<file path="src/hdl/klt_pkg.sv">
package klt_pkg;

	localparam int CAPACITY = 16;
	localparam int ADDR_W   = (CAPACITY > 1) ? $clog2(CAPACITY) : 1;
	localparam int CNT_W    = $clog2(CAPACITY + 1);

	localparam logic [CNT_W-1:0] CAP_CNT = CNT_W'(CAPACITY);

	localparam logic [1:0] CMD_INSERT = 2'd0;
	localparam logic [1:0] CMD_REMOVE = 2'd1;
	localparam logic [1:0] CMD_SEARCH = 2'd2;
	localparam logic [1:0] CMD_LIST   = 2'd3;

	localparam logic [1:0] ST_OK        = 2'd0;
	localparam logic [1:0] ST_FULL      = 2'd1;
	localparam logic [1:0] ST_NOT_FOUND = 2'd2;
	localparam logic [1:0] ST_EMPTY     = 2'd3;

	// Where the entry fields of a result come from.
	localparam logic [1:0] SRC_ZERO = 2'd0;
	localparam logic [1:0] SRC_ITEM = 2'd1;
	localparam logic [1:0] SRC_RD   = 2'd2;
	localparam logic [1:0] SRC_HOLD = 2'd3;

	typedef struct packed {
		logic [1:0]         command;
		logic [63:0]        item_name;
		logic [63:0]        item_kind;
		logic signed [31:0] item_quantity;
	} in_item_t;

	typedef struct packed {
		logic [1:0]         status;
		logic [63:0]        entry_name;
		logic [63:0]        entry_kind;
		logic signed [31:0] entry_quantity;
		logic [3:0]         position;
		logic [4:0]         comparisons;
		logic [4:0]         occupancy;
		logic               last;
	} result_t;

	typedef struct packed {
		logic [63:0]        name;
		logic [63:0]        kind;
		logic signed [31:0] quantity;
	} entry_t;

	typedef struct packed {
		logic              load_item;
		logic              rd_en;
		logic [ADDR_W-1:0] rd_addr;
		logic              wr_en;
		logic [ADDR_W-1:0] wr_addr;
		logic              wr_from_item;
		logic              hold_en;
		logic              res_en;
		logic [1:0]        res_src;
		logic [1:0]        res_status;
		logic [3:0]        res_pos;
		logic [4:0]        res_cmp;
		logic [4:0]        res_occ;
		logic              res_last;
	} dp_cmd_t;

	typedef struct packed {
		logic       match;
		logic [1:0] command;
	} dp_stat_t;

endpackage

</file>
<file path="src/hdl/klt_dp.sv">
module klt_dp import klt_pkg::*; (
	input  logic     clk,
	input  logic     arst_n,
	input  in_item_t item,
	input  dp_cmd_t  cmd,
	output dp_stat_t stat,
	output logic     strobe,
	output result_t  result
);

	entry_t   mem [CAPACITY];
	in_item_t item_q;
	entry_t   rd_q;
	entry_t   hold_q;
	logic [3:0] hold_pos_q;
	entry_t   wr_data;
	entry_t   src_entry;
	logic     strobe_q;
	result_t  result_q;

	assign wr_data = cmd.wr_from_item ?
		entry_t'{item_q.item_name, item_q.item_kind, item_q.item_quantity} : rd_q;

	always_ff @(posedge clk) begin
		if (cmd.wr_en) begin
			mem[cmd.wr_addr] <= wr_data;
		end
		if (cmd.rd_en) begin
			rd_q <= mem[cmd.rd_addr];
		end
		if (cmd.load_item) begin
			item_q <= item;
		end
		if (cmd.hold_en) begin
			hold_q     <= rd_q;
			hold_pos_q <= cmd.res_pos;
		end
	end

	always_comb begin
		case (cmd.res_src)
			SRC_ITEM: src_entry = entry_t'{item_q.item_name, item_q.item_kind,
				item_q.item_quantity};
			SRC_RD:   src_entry = rd_q;
			SRC_HOLD: src_entry = hold_q;
			default:  src_entry = '0;
		endcase
	end

	always_ff @(posedge clk or negedge arst_n) begin
		if (!arst_n) begin
			strobe_q <= 1'b0;
		end else begin
			strobe_q <= cmd.res_en;
		end
	end

	always_ff @(posedge clk) begin
		if (cmd.res_en) begin
			result_q.status         <= cmd.res_status;
			result_q.entry_name     <= src_entry.name;
			result_q.entry_kind     <= src_entry.kind;
			result_q.entry_quantity <= src_entry.quantity;
			result_q.position       <= (cmd.res_src == SRC_HOLD) ? hold_pos_q : cmd.res_pos;
			result_q.comparisons    <= cmd.res_cmp;
			result_q.occupancy      <= cmd.res_occ;
			result_q.last           <= cmd.res_last;
		end
	end

	assign stat.match   = (rd_q.name == item_q.item_name);
	assign stat.command = item_q.command;
	assign strobe       = strobe_q;
	assign result       = result_q;

endmodule

</file>
<file path="src/hdl/klt_ctrl.sv">
module klt_ctrl import klt_pkg::*; (
	input  logic     clk,
	input  logic     arst_n,
	input  logic     start,
	input  dp_stat_t stat,
	output logic     busy,
	output dp_cmd_t  cmd
);

	localparam logic [2:0] S_IDLE  = 3'd0;
	localparam logic [2:0] S_DISP  = 3'd1;
	localparam logic [2:0] S_SCAN  = 3'd2;
	localparam logic [2:0] S_SHIFT = 3'd3;
	localparam logic [2:0] S_RMFIN = 3'd4;
	localparam logic [2:0] S_LIST  = 3'd5;

	logic [2:0]       state_q, state_d;
	logic [CNT_W-1:0] idx_q, idx_d;
	logic [CNT_W-1:0] count_q, count_d;
	logic [CNT_W-1:0] idx_p1, idx_p2, count_p1, count_m1;
	logic             at_last;

	assign idx_p1   = idx_q + CNT_W'(1);
	assign idx_p2   = idx_q + CNT_W'(2);
	assign count_p1 = count_q + CNT_W'(1);
	assign count_m1 = count_q - CNT_W'(1);
	assign at_last  = (idx_p1 == count_q);

	always_comb begin
		state_d = state_q;
		idx_d   = idx_q;
		count_d = count_q;
		cmd     = '0;
		case (state_q)
			S_IDLE: begin
				cmd.load_item = start;
				if (start) begin
					state_d = S_DISP;
				end
			end
			S_DISP: begin
				cmd.res_last = 1'b1;
				cmd.res_occ  = 5'(count_q);
				state_d      = S_IDLE;
				case (stat.command)
					CMD_INSERT: begin
						cmd.res_en  = 1'b1;
						cmd.res_src = SRC_ITEM;
						if (count_q == CAP_CNT) begin
							cmd.res_status = ST_FULL;
						end else begin
							cmd.wr_en        = 1'b1;
							cmd.wr_addr      = count_q[ADDR_W-1:0];
							cmd.wr_from_item = 1'b1;
							cmd.res_status   = ST_OK;
							cmd.res_pos      = 4'(count_q);
							cmd.res_occ      = 5'(count_p1);
							count_d          = count_p1;
						end
					end
					CMD_REMOVE, CMD_SEARCH: begin
						if (count_q == '0) begin
							cmd.res_en     = 1'b1;
							cmd.res_status = ST_NOT_FOUND;
						end else begin
							cmd.rd_en = 1'b1;
							idx_d     = '0;
							state_d   = S_SCAN;
						end
					end
					CMD_LIST: begin
						if (count_q == '0) begin
							cmd.res_en     = 1'b1;
							cmd.res_status = ST_EMPTY;
						end else begin
							cmd.rd_en = 1'b1;
							idx_d     = '0;
							state_d   = S_LIST;
						end
					end
					default: state_d = S_IDLE;
				endcase
			end
			S_SCAN: begin
				cmd.res_last = 1'b1;
				cmd.res_occ  = 5'(count_q);
				cmd.res_pos  = 4'(idx_q);
				if (stat.match) begin
					if (stat.command == CMD_SEARCH) begin
						cmd.res_en     = 1'b1;
						cmd.res_src    = SRC_RD;
						cmd.res_status = ST_OK;
						cmd.res_cmp    = 5'(idx_p1);
						state_d        = S_IDLE;
					end else begin
						cmd.hold_en = 1'b1;
						if (at_last) begin
							state_d = S_RMFIN;
						end else begin
							cmd.rd_en   = 1'b1;
							cmd.rd_addr = idx_p1[ADDR_W-1:0];
							state_d     = S_SHIFT;
						end
					end
				end else if (at_last) begin
					cmd.res_en     = 1'b1;
					cmd.res_status = ST_NOT_FOUND;
					cmd.res_pos    = '0;
					cmd.res_cmp    = (stat.command == CMD_SEARCH) ? 5'(count_q) : 5'd0;
					state_d        = S_IDLE;
				end else begin
					cmd.rd_en   = 1'b1;
					cmd.rd_addr = idx_p1[ADDR_W-1:0];
					idx_d       = idx_p1;
				end
			end
			S_SHIFT: begin
				cmd.wr_en   = 1'b1;
				cmd.wr_addr = idx_q[ADDR_W-1:0];
				if (idx_p2 == count_q) begin
					state_d = S_RMFIN;
				end else begin
					cmd.rd_en   = 1'b1;
					cmd.rd_addr = idx_p2[ADDR_W-1:0];
					idx_d       = idx_p1;
				end
			end
			S_RMFIN: begin
				cmd.res_en     = 1'b1;
				cmd.res_src    = SRC_HOLD;
				cmd.res_status = ST_OK;
				cmd.res_occ    = 5'(count_m1);
				cmd.res_last   = 1'b1;
				count_d        = count_m1;
				state_d        = S_IDLE;
			end
			S_LIST: begin
				cmd.res_en     = 1'b1;
				cmd.res_src    = SRC_RD;
				cmd.res_status = ST_OK;
				cmd.res_pos    = 4'(idx_q);
				cmd.res_occ    = 5'(count_q);
				cmd.res_last   = at_last;
				if (at_last) begin
					state_d = S_IDLE;
				end else begin
					cmd.rd_en   = 1'b1;
					cmd.rd_addr = idx_p1[ADDR_W-1:0];
					idx_d       = idx_p1;
				end
			end
			default: state_d = S_IDLE;
		endcase
	end

	always_ff @(posedge clk or negedge arst_n) begin
		if (!arst_n) begin
			state_q <= S_IDLE;
			idx_q   <= '0;
			count_q <= '0;
		end else begin
			state_q <= state_d;
			idx_q   <= idx_d;
			count_q <= count_d;
		end
	end

	assign busy = (state_q != S_IDLE);

	a_count_range: assert property (@(posedge clk) disable iff (!arst_n)
		count_q <= CAP_CNT)
		else $error("entry count above capacity");

	a_shift_bound: assert property (@(posedge clk) disable iff (!arst_n)
		state_q == S_SHIFT |-> idx_p1 < count_q)
		else $error("shift reads beyond the last entry");

	a_accept_dispatch: assert property (@(posedge clk) disable iff (!arst_n)
		(state_q == S_IDLE && start) |=> state_q == S_DISP)
		else $error("accepted transaction not dispatched");

	a_partial_list: assert property (@(posedge clk) disable iff (!arst_n)
		(cmd.res_en && !cmd.res_last) |-> state_q == S_LIST)
		else $error("non-final result outside a list walk");

endmodule

</file>
<file path="src/hdl/keyed_list_table_top.sv">
// Channel    Handshake              Payload
// ---------  ---------------------  -----------------------------------------
// command    start, busy            item   (in_item_t: command, name, kind, qty)
// result     strobe                 result (result_t: status ... last)
//
// A transaction is accepted on a rising edge with start high and busy low.
// Busy then stays high while the transaction is sequenced, and the final
// result is strobed in the cycle after busy's last high cycle. Insert is
// handled in the dispatch state alone. A search dispatches, then scans entries
// in order up to the hit, or all of them on a miss. A remove walks the same
// way; on a hit it then shifts each later entry down and finishes the remove.
// List dispatches, then walks every entry in order.
// The walks step through the entry memory: one entry read and one write per cycle.
// Each result is shown for exactly one cycle under strobe; the receiver cannot
// stall, so no back-pressure exists. Reset clears the entry count, index,
// state and strobe; entries are undefined until written, never read past count.
module keyed_list_table_top import klt_pkg::*; (
	input  logic     clk,
	input  logic     arst_n,
	input  logic     start,
	input  in_item_t item,
	output logic     busy,
	output logic     strobe,
	output result_t  result
);

	// The controller sequences the scan, shift and list walks; the datapath
	// holds the entry memory, the latched transaction and the result register.
	dp_cmd_t  cmd;
	dp_stat_t stat;

	klt_ctrl u_ctrl (
		.clk    (clk),
		.arst_n (arst_n),
		.start  (start),
		.stat   (stat),
		.busy   (busy),
		.cmd    (cmd)
	);

	klt_dp u_dp (
		.clk    (clk),
		.arst_n (arst_n),
		.item   (item),
		.cmd    (cmd),
		.stat   (stat),
		.strobe (strobe),
		.result (result)
	);

endmodule
</file>
<file path="config.mk">
export PLATFORM = sky130hd
export DESIGN_NAME = keyed_list_table_top
export DESIGN_NICKNAME = d
export VERILOG_FILES = /design/src/hdl/klt_pkg.sv /design/src/hdl/klt_dp.sv /design/src/hdl/klt_ctrl.sv /design/src/hdl/keyed_list_table_top.sv
export SDC_FILE = /design/constraint.sdc
export NUM_CORES = 2
export LEC_CHECK = 0
export ABC_CLOCK_PERIOD_IN_PS = 45300
export BUFFER_PORTS_ARGS = -buffer_cell sky130_fd_sc_hd__buf_2
export CORE_ASPECT_RATIO = 0.75
export CORE_MARGIN = 8
export CORE_UTILIZATION = 31
export CTS_CLUSTER_SIZE = 14
export DETAILED_ROUTE_END_ITERATION = 16
export PLACE_DENSITY_LB_ADDON = 0.1
export RECOVER_POWER = 100
export REMOVE_ABC_BUFFERS = 1
export SKIP_CTS_REPAIR_TIMING = 1
export SYNTH_ARGS = -nofsm -noshare
export SYNTH_HDL_FRONTEND = slang
export SYNTH_SLANG_ARGS = --single-unit
</file>
<file path="constraint.sdc">
create_clock -name clk -period 45.3 [get_ports clk]
set_input_delay 2.265 -clock clk [delete_from_list [all_inputs] [get_ports clk]]
set_output_delay 2.265 -clock clk [all_outputs]
set_load 0.05 [all_outputs]
</file>
### Word level (Yosys, flattened, before mapping)

Memory sizes are Yosys's and may differ from the RTL's. A register that Yosys moved wholly into a read port is not among the register bits.
Cells that the tools add are included.

| word-level totals | value |
|---|---|
| register bits | 517 |
| bits of input ports | 165 |
| RAM bits | 2560 |
| logic and storage cells | 118 |
| memories kept | 1 |

| cells by class | value |
|---|---|
| reduce and logical (&&, ||, !) cells | 10 |
| mux-type cells | 62 |
| add/sub/neg operators | 4 |
| equality and inequality tests | 21 |

Memories:

| memory | depth | width | read ports | clocked after memory_dff | wr ports | line | source |
|---|---|---|---|---|---|---|---|
| u_dp.mem | 16 | 160 | 1 | 1 | 1 | klt_dp.sv:11 | `entry_t mem [CAPACITY];` |

Operators by type and width:

| kind | count |
|---|---|
| $pmux 160 s3 | 1 |
| $mux 160 | 1 |
| $mux 5 | 15 |
| $eq 64x64->1 | 1 |
| $pmux 5 s4 | 2 |
| $pmux 4 s3 | 2 |
| $pmux 6 s4 | 1 |
| $mux 3 | 7 |
| $pmux 5 s2 | 2 |
| $mux 4 | 4 |
| $pmux 3 s5 | 1 |
| $mux 1 | 14 |
| $mux 6 | 2 |
| $mux 11 | 1 |
| $add 5x1->5 const B | 2 |
| $eq 5x5->1 | 2 |
| $mux 2 | 5 |
| $ne 2x2->1 const B | 5 |
| $eq 2x2->1 const B | 4 |
| $eq 3x2->1 const B | 2 |
| $eq 3x3->1 const B | 2 |
| $pmux 2 s3 | 1 |
| $pmux 3 s2 | 1 |
| $add 5x2->5 const B | 1 |
| other kinds (17) | 18 |

### Logic depth before layout (Yosys ltp)

| logic depth | value |
|---|---|
| depth after elaboration | 7 |
| depth in mapped cells | 13 |
| mapped depth without buffers | 12 |

### Cells and area by module

From an unflattened synthesis, not the netlist that was laid out.

| unflattened totals | value |
|---|---|
| cell total of the unflattened synthesis | 5356 |
| area, all modules | 124249.2 sq um |

By module, submodules not included:

| module | area an instance (sq um) | seq. area each (sq um) | cells each | instances |
|---|---|---|---|---|
| klt_dp | 122361.1 | 96807.8 | 5087 | 1 |
| klt_ctrl | 1888.1 | 325.3 | 269 | 1 |

### Worst setup path after synthesis

Ideal clock, no wire load.

| timing path | value |
|---|---|
| path kind | register -> register |
| start point | register u_dp.item_q[154] (netlist name) |
| end point | register u_ctrl.state_q[0] |
| buffers on the path | 0 |
| library setup time | 0.123 ns |
| path slack | 30.082 ns |
| clock period less this slack | 15.218 ns |
| arrival time | 15.094 ns |
| stages on the path, launching flop included | 8 |
| path through | edfxtp_1 -> xor2_1 -> nor4_1 -> nand4_1 -> nor4_4 -> nor3b_1 -> a21boi_0 -> o2bb2ai_1 |

| on the way | value |
|---|---|
| word-level cells in the longest chain between the ends | 3 |

RTL lines:

| item | line | source |
|---|---|---|
| start: declaration | klt_dp.sv:12 | `in_item_t item_q;` |
| start signal: assignment | klt_dp.sv:32 | `item_q <= item;` |
| $eq 64x64->1 | klt_dp.sv:71 | `assign stat.match = (rd_q.name == item_q.item_name);` |
| $mux 3 | klt_ctrl.sv:88 | `if (stat.match) begin` |
| $pmux 3 s5 | klt_ctrl.sv:34 | `case (state_q)` |
| end signal: assignment | klt_ctrl.sv:162 | `state_q <= state_d;` |
| end: declaration | klt_ctrl.sv:17 | `logic [2:0] state_q, state_d;` |

Every way passes these cells.
A chain may end at the register's enable or synchronous reset.

### Worst setup path after layout

| timing path | value |
|---|---|
| start point | register u_dp.item_q[154] (netlist name) |
| end point | register, netlist name u_dp.rd_q[48] |

| on the way | value |
|---|---|
| word-level cells in the longest chain between the ends | 3 |
| elaborated cells between the ends (all ways) | 4 |
| those cells by class | 1 x eq/ne; 3 x mux |

RTL lines:

| item | line |
|---|---|
| $eq 64x64->1 (*) | klt_dp.sv:71 |
| $mux 5 (*) | klt_ctrl.sv:88 |
| $pmux 1 s4 / $pmux 4 s3 (equally long branches) | klt_ctrl.sv:34 |

Mark *: on every way between the ends. The rest lies on a longest branch, timed or not.

==> impl_metrics.toml <==
[sta]
fin_skew_ns = 0.0486
rsz0062_at_grt = "false"
min_period_over_period_pct = 44.1
fmax_ghz = 0.0500
hold_viol = 0
finalSetupViolations = 0
slew_headroom_pct = -531
worst_slew_pin_slew_ns = 9.47
drv_slew = 4591
fin_setup_tns_ns = 0
period_needed_ns = 20.00
layout_setup_ws_ns = 25.30

[critical_path]
cp-end-kind = "register"
start_kind = "register"
critical_path_class = "reg2reg"
critPathRequiredTime_ns = 45.94
path_max_fanout = 80
arrival_ns = 20.64

[yosys]
yosysWarnings = 0
synth_enable_flop_cells = 3223
ys.flop_type = "edfxtp_1"
syn_inst = 5478
ys_ff_latch = 3237
synth_area_um2 = 124000
async_flop_share_pct = 0.432
avgSynthCellArea_um2 = 22.6
seq_area_frac_synth_pct = 78.3
synth.distinct_cells = 55

[power]
leakage_uw = 0.0439
ir_drop_mv = 0.0814
powerDensity_nw_per_um2 = 73.0
power_uw = 10400

[die]
die_w_um = 746
ios = 344
fp.coreArea_um2 = 399000
die_h_um = 564
rows = 201
start_util_pct = 31.1
dieArea_um2 = 421000

[finish]
fin_util_pct = 35.7
seqCellArea_um2 = 97100
drive_above_1_share_pct = 20.0
fillerInstances = 37000
area_delta_synth_final_pct = 14.9
final_nets = 6196
final_area_um2 = 142000
multi_input_area_um2 = 24900

[cts]
cts.sinks = 3237
cts_inserted_buffers = 346
cts_buffer_depth = 4
cts_root_buf = "clkbuf_16"
h-tree-depth = 5
clkTransAtPathRegs_ns = 0.06
cts_tree = "yes"
clock_latency_ns = 0.94

[routing]
first_pass_iters = 7
drt_iter0_drc = 5885
ant_nets = 0
wl_per_cell_um = 30.0
wl_um = 347000
avgViaCountPerCell = 4.98
route.detailed.drc = 0
vias = 57600

[placement]
dp_hpwl_um = 182000
dpl_cell_area_um2 = 132000
port_buffers = 343
place_ws_ns = 36.97
gp_congestion = 0.726

[hold_path]
holdCritPathClass = "reg2reg"

[grt]
grt_pass1_vias = 62000
grt_usage_pct = 16.1
antenna_found_initial = 19
grt_max_degree = 134
grt-ovfl-total = 0
grt_pass1_wl_um = 488000

[run_status]
violations = "capacitance limit, slew limit"
status = "finished, violations left"

[flow_run]
max_cap_viol_count = 125
[power by group]
| part | total, uW | internal (uW) | switching, uW |
|---|---|---|---|
| Clock | 2820 | 1630 | 1190 |
| Sequential | 4280 | 4140 | 148 |
| Combinational | 3300 | 1360 | 1930 |
[cell usage in the layout (no fill, tap or decap), types with 54 or more instances in the layout]
| master | n |
|---|---|
| edfxtp_1 | 3223 |
| mux2i_1 | 480 |
| mux4_2 | 640 |
| clkinv_2 | 54 |
| buf_2 | 100 |
| a222oi_1 | 164 |
| xor2_1 | 68 |
| inv_1 | 176 |
| clkinv_1 | 75 |
| clkbuf_16 | 354 |
| clkbuf_1 | 431 |
| mux2_1 | 160 |
[sequential cells by signal (all words and copies together), names as in the netlist]
name             count
u_dp.mem          2560
u_dp.stat            2
u_dp.result        177
u_dp.item_q        160
u_ctrl.count_q       5
u_ctrl.state_q       3
u_ctrl.idx_q         5
u_dp.hold_pos_q      4
u_dp.hold_q        160
u_dp.strobe          1
u_dp.rd_q          160
[synth_stat cells, drive strengths merged (2+ instances only)]
master  count  area share (%)
buf       149            0.67
a21oi      24           0.097
a22oi       7           0.042
edfxtp   3223              78
xnor2      11           0.078
nand3b      2           0.012
a32o        2           0.016
o21ai      21           0.085
a32oi       2           0.014
nor3        7           0.028
a211oi      5           0.030
inv       176            0.53
nand4       6           0.030
a22o        6           0.042
nand2      35            0.11
xor2       68            0.48
nor2b       7           0.035
ha          9           0.091
o31ai       4           0.024
nand2b      8           0.040
mux4      640              12
mux2i     480             3.9
mux2      160             1.5
nor4       19            0.11
clkbuf    142            0.43
o22ai       7           0.035
and2        4           0.020
dfrtp      14            0.28
a222oi    164             1.3
a31oi       6           0.030
nor2       40            0.12
or2         3           0.015
nand3      11           0.044
[final timing paths]
check,depth (start not counted),slack [ns],startpoint,to
setup reg to reg,13,25.30,u_dp.item_q[154],u_dp.rd_q[48]
hold reg to reg,0,0.47,u_dp.rd_q[0],u_dp.hold_q[0]
setup / recovery,13,25.30,u_dp.item_q[154],u_dp.rd_q[48]
hold / removal,0,0.47,u_dp.rd_q[0],u_dp.hold_q[0]
max in group asynchronous,1,43.19,arst_n,u_ctrl.idx_q[3]
min in group asynchronous,1,1.49,arst_n,u_ctrl.count_q[1]
[through the flow]
step,hold slack [ns],std cells
4_1_cts,0.462,11600
3_5_place_dp,0.463,11000
6_report,0.468,11600
3_3_place_gp,0.459,11000
2_1_floorplan,0.445,5187
5_1_grt,0.482,11600
[cells by family (layout without fill, tap and decap cells)]
kind of cell               after synthesis  after routing  synth area share, %
DFF                                   3237           3237                 78.3
buffers and inverters                  467           1284                 1.64
xor gates and xnor gates                80             80                0.576
and+or+nand+nor                        145            145                0.579
adders and majority gates                9              9               0.0908
other                                    0              6                    0
muxes                                 1280           1280                 17.0
AOI/OAI and AO/OA                      260            260                 1.83
[cell type report]
cell class,instances,share of cell area [%]
well taps,5278,4.63
flip-flops and latches,3237,68.2
multi-input cells,1774,17.5
diodes,6,0.0105
inverters,176,0.464
clock inverters,192,1.33
clock buffers,429,6.44
repair buffers,487,1.49
[layer usage]
| metal | wire length [um] | part of all wire (%) | global-route usage [%] |
|---|---|---|---|
| met4 | 7280 | 2.1 | 3.52 |
| met3 | 16900 | 4.9 | 2.52 |
| met2 | 161000 | 46 | 25.8 |
| met5 | 34 | 0.0098 | 0 |
| met1 | 162000 | 47 | 23.1 |
[worst max-delay path, stage by stage, from the launching register on]
cell and delay [ns]:
edfxtp_1 0.43, xor2_1 0.19, nor4_1 0.64, nand4_1 0.66, nor4_1 0.57, clkbuf_1 0.78, o221a_1 1.37, clkbuf_1 5.38
clkbuf_1 2.77, clkbuf_1 2.52, clkbuf_1 3.08, mux4_2 0.78, mux2i_1 0.19, mux2i_1 0.10
Power figures use the tool's default switching activity.
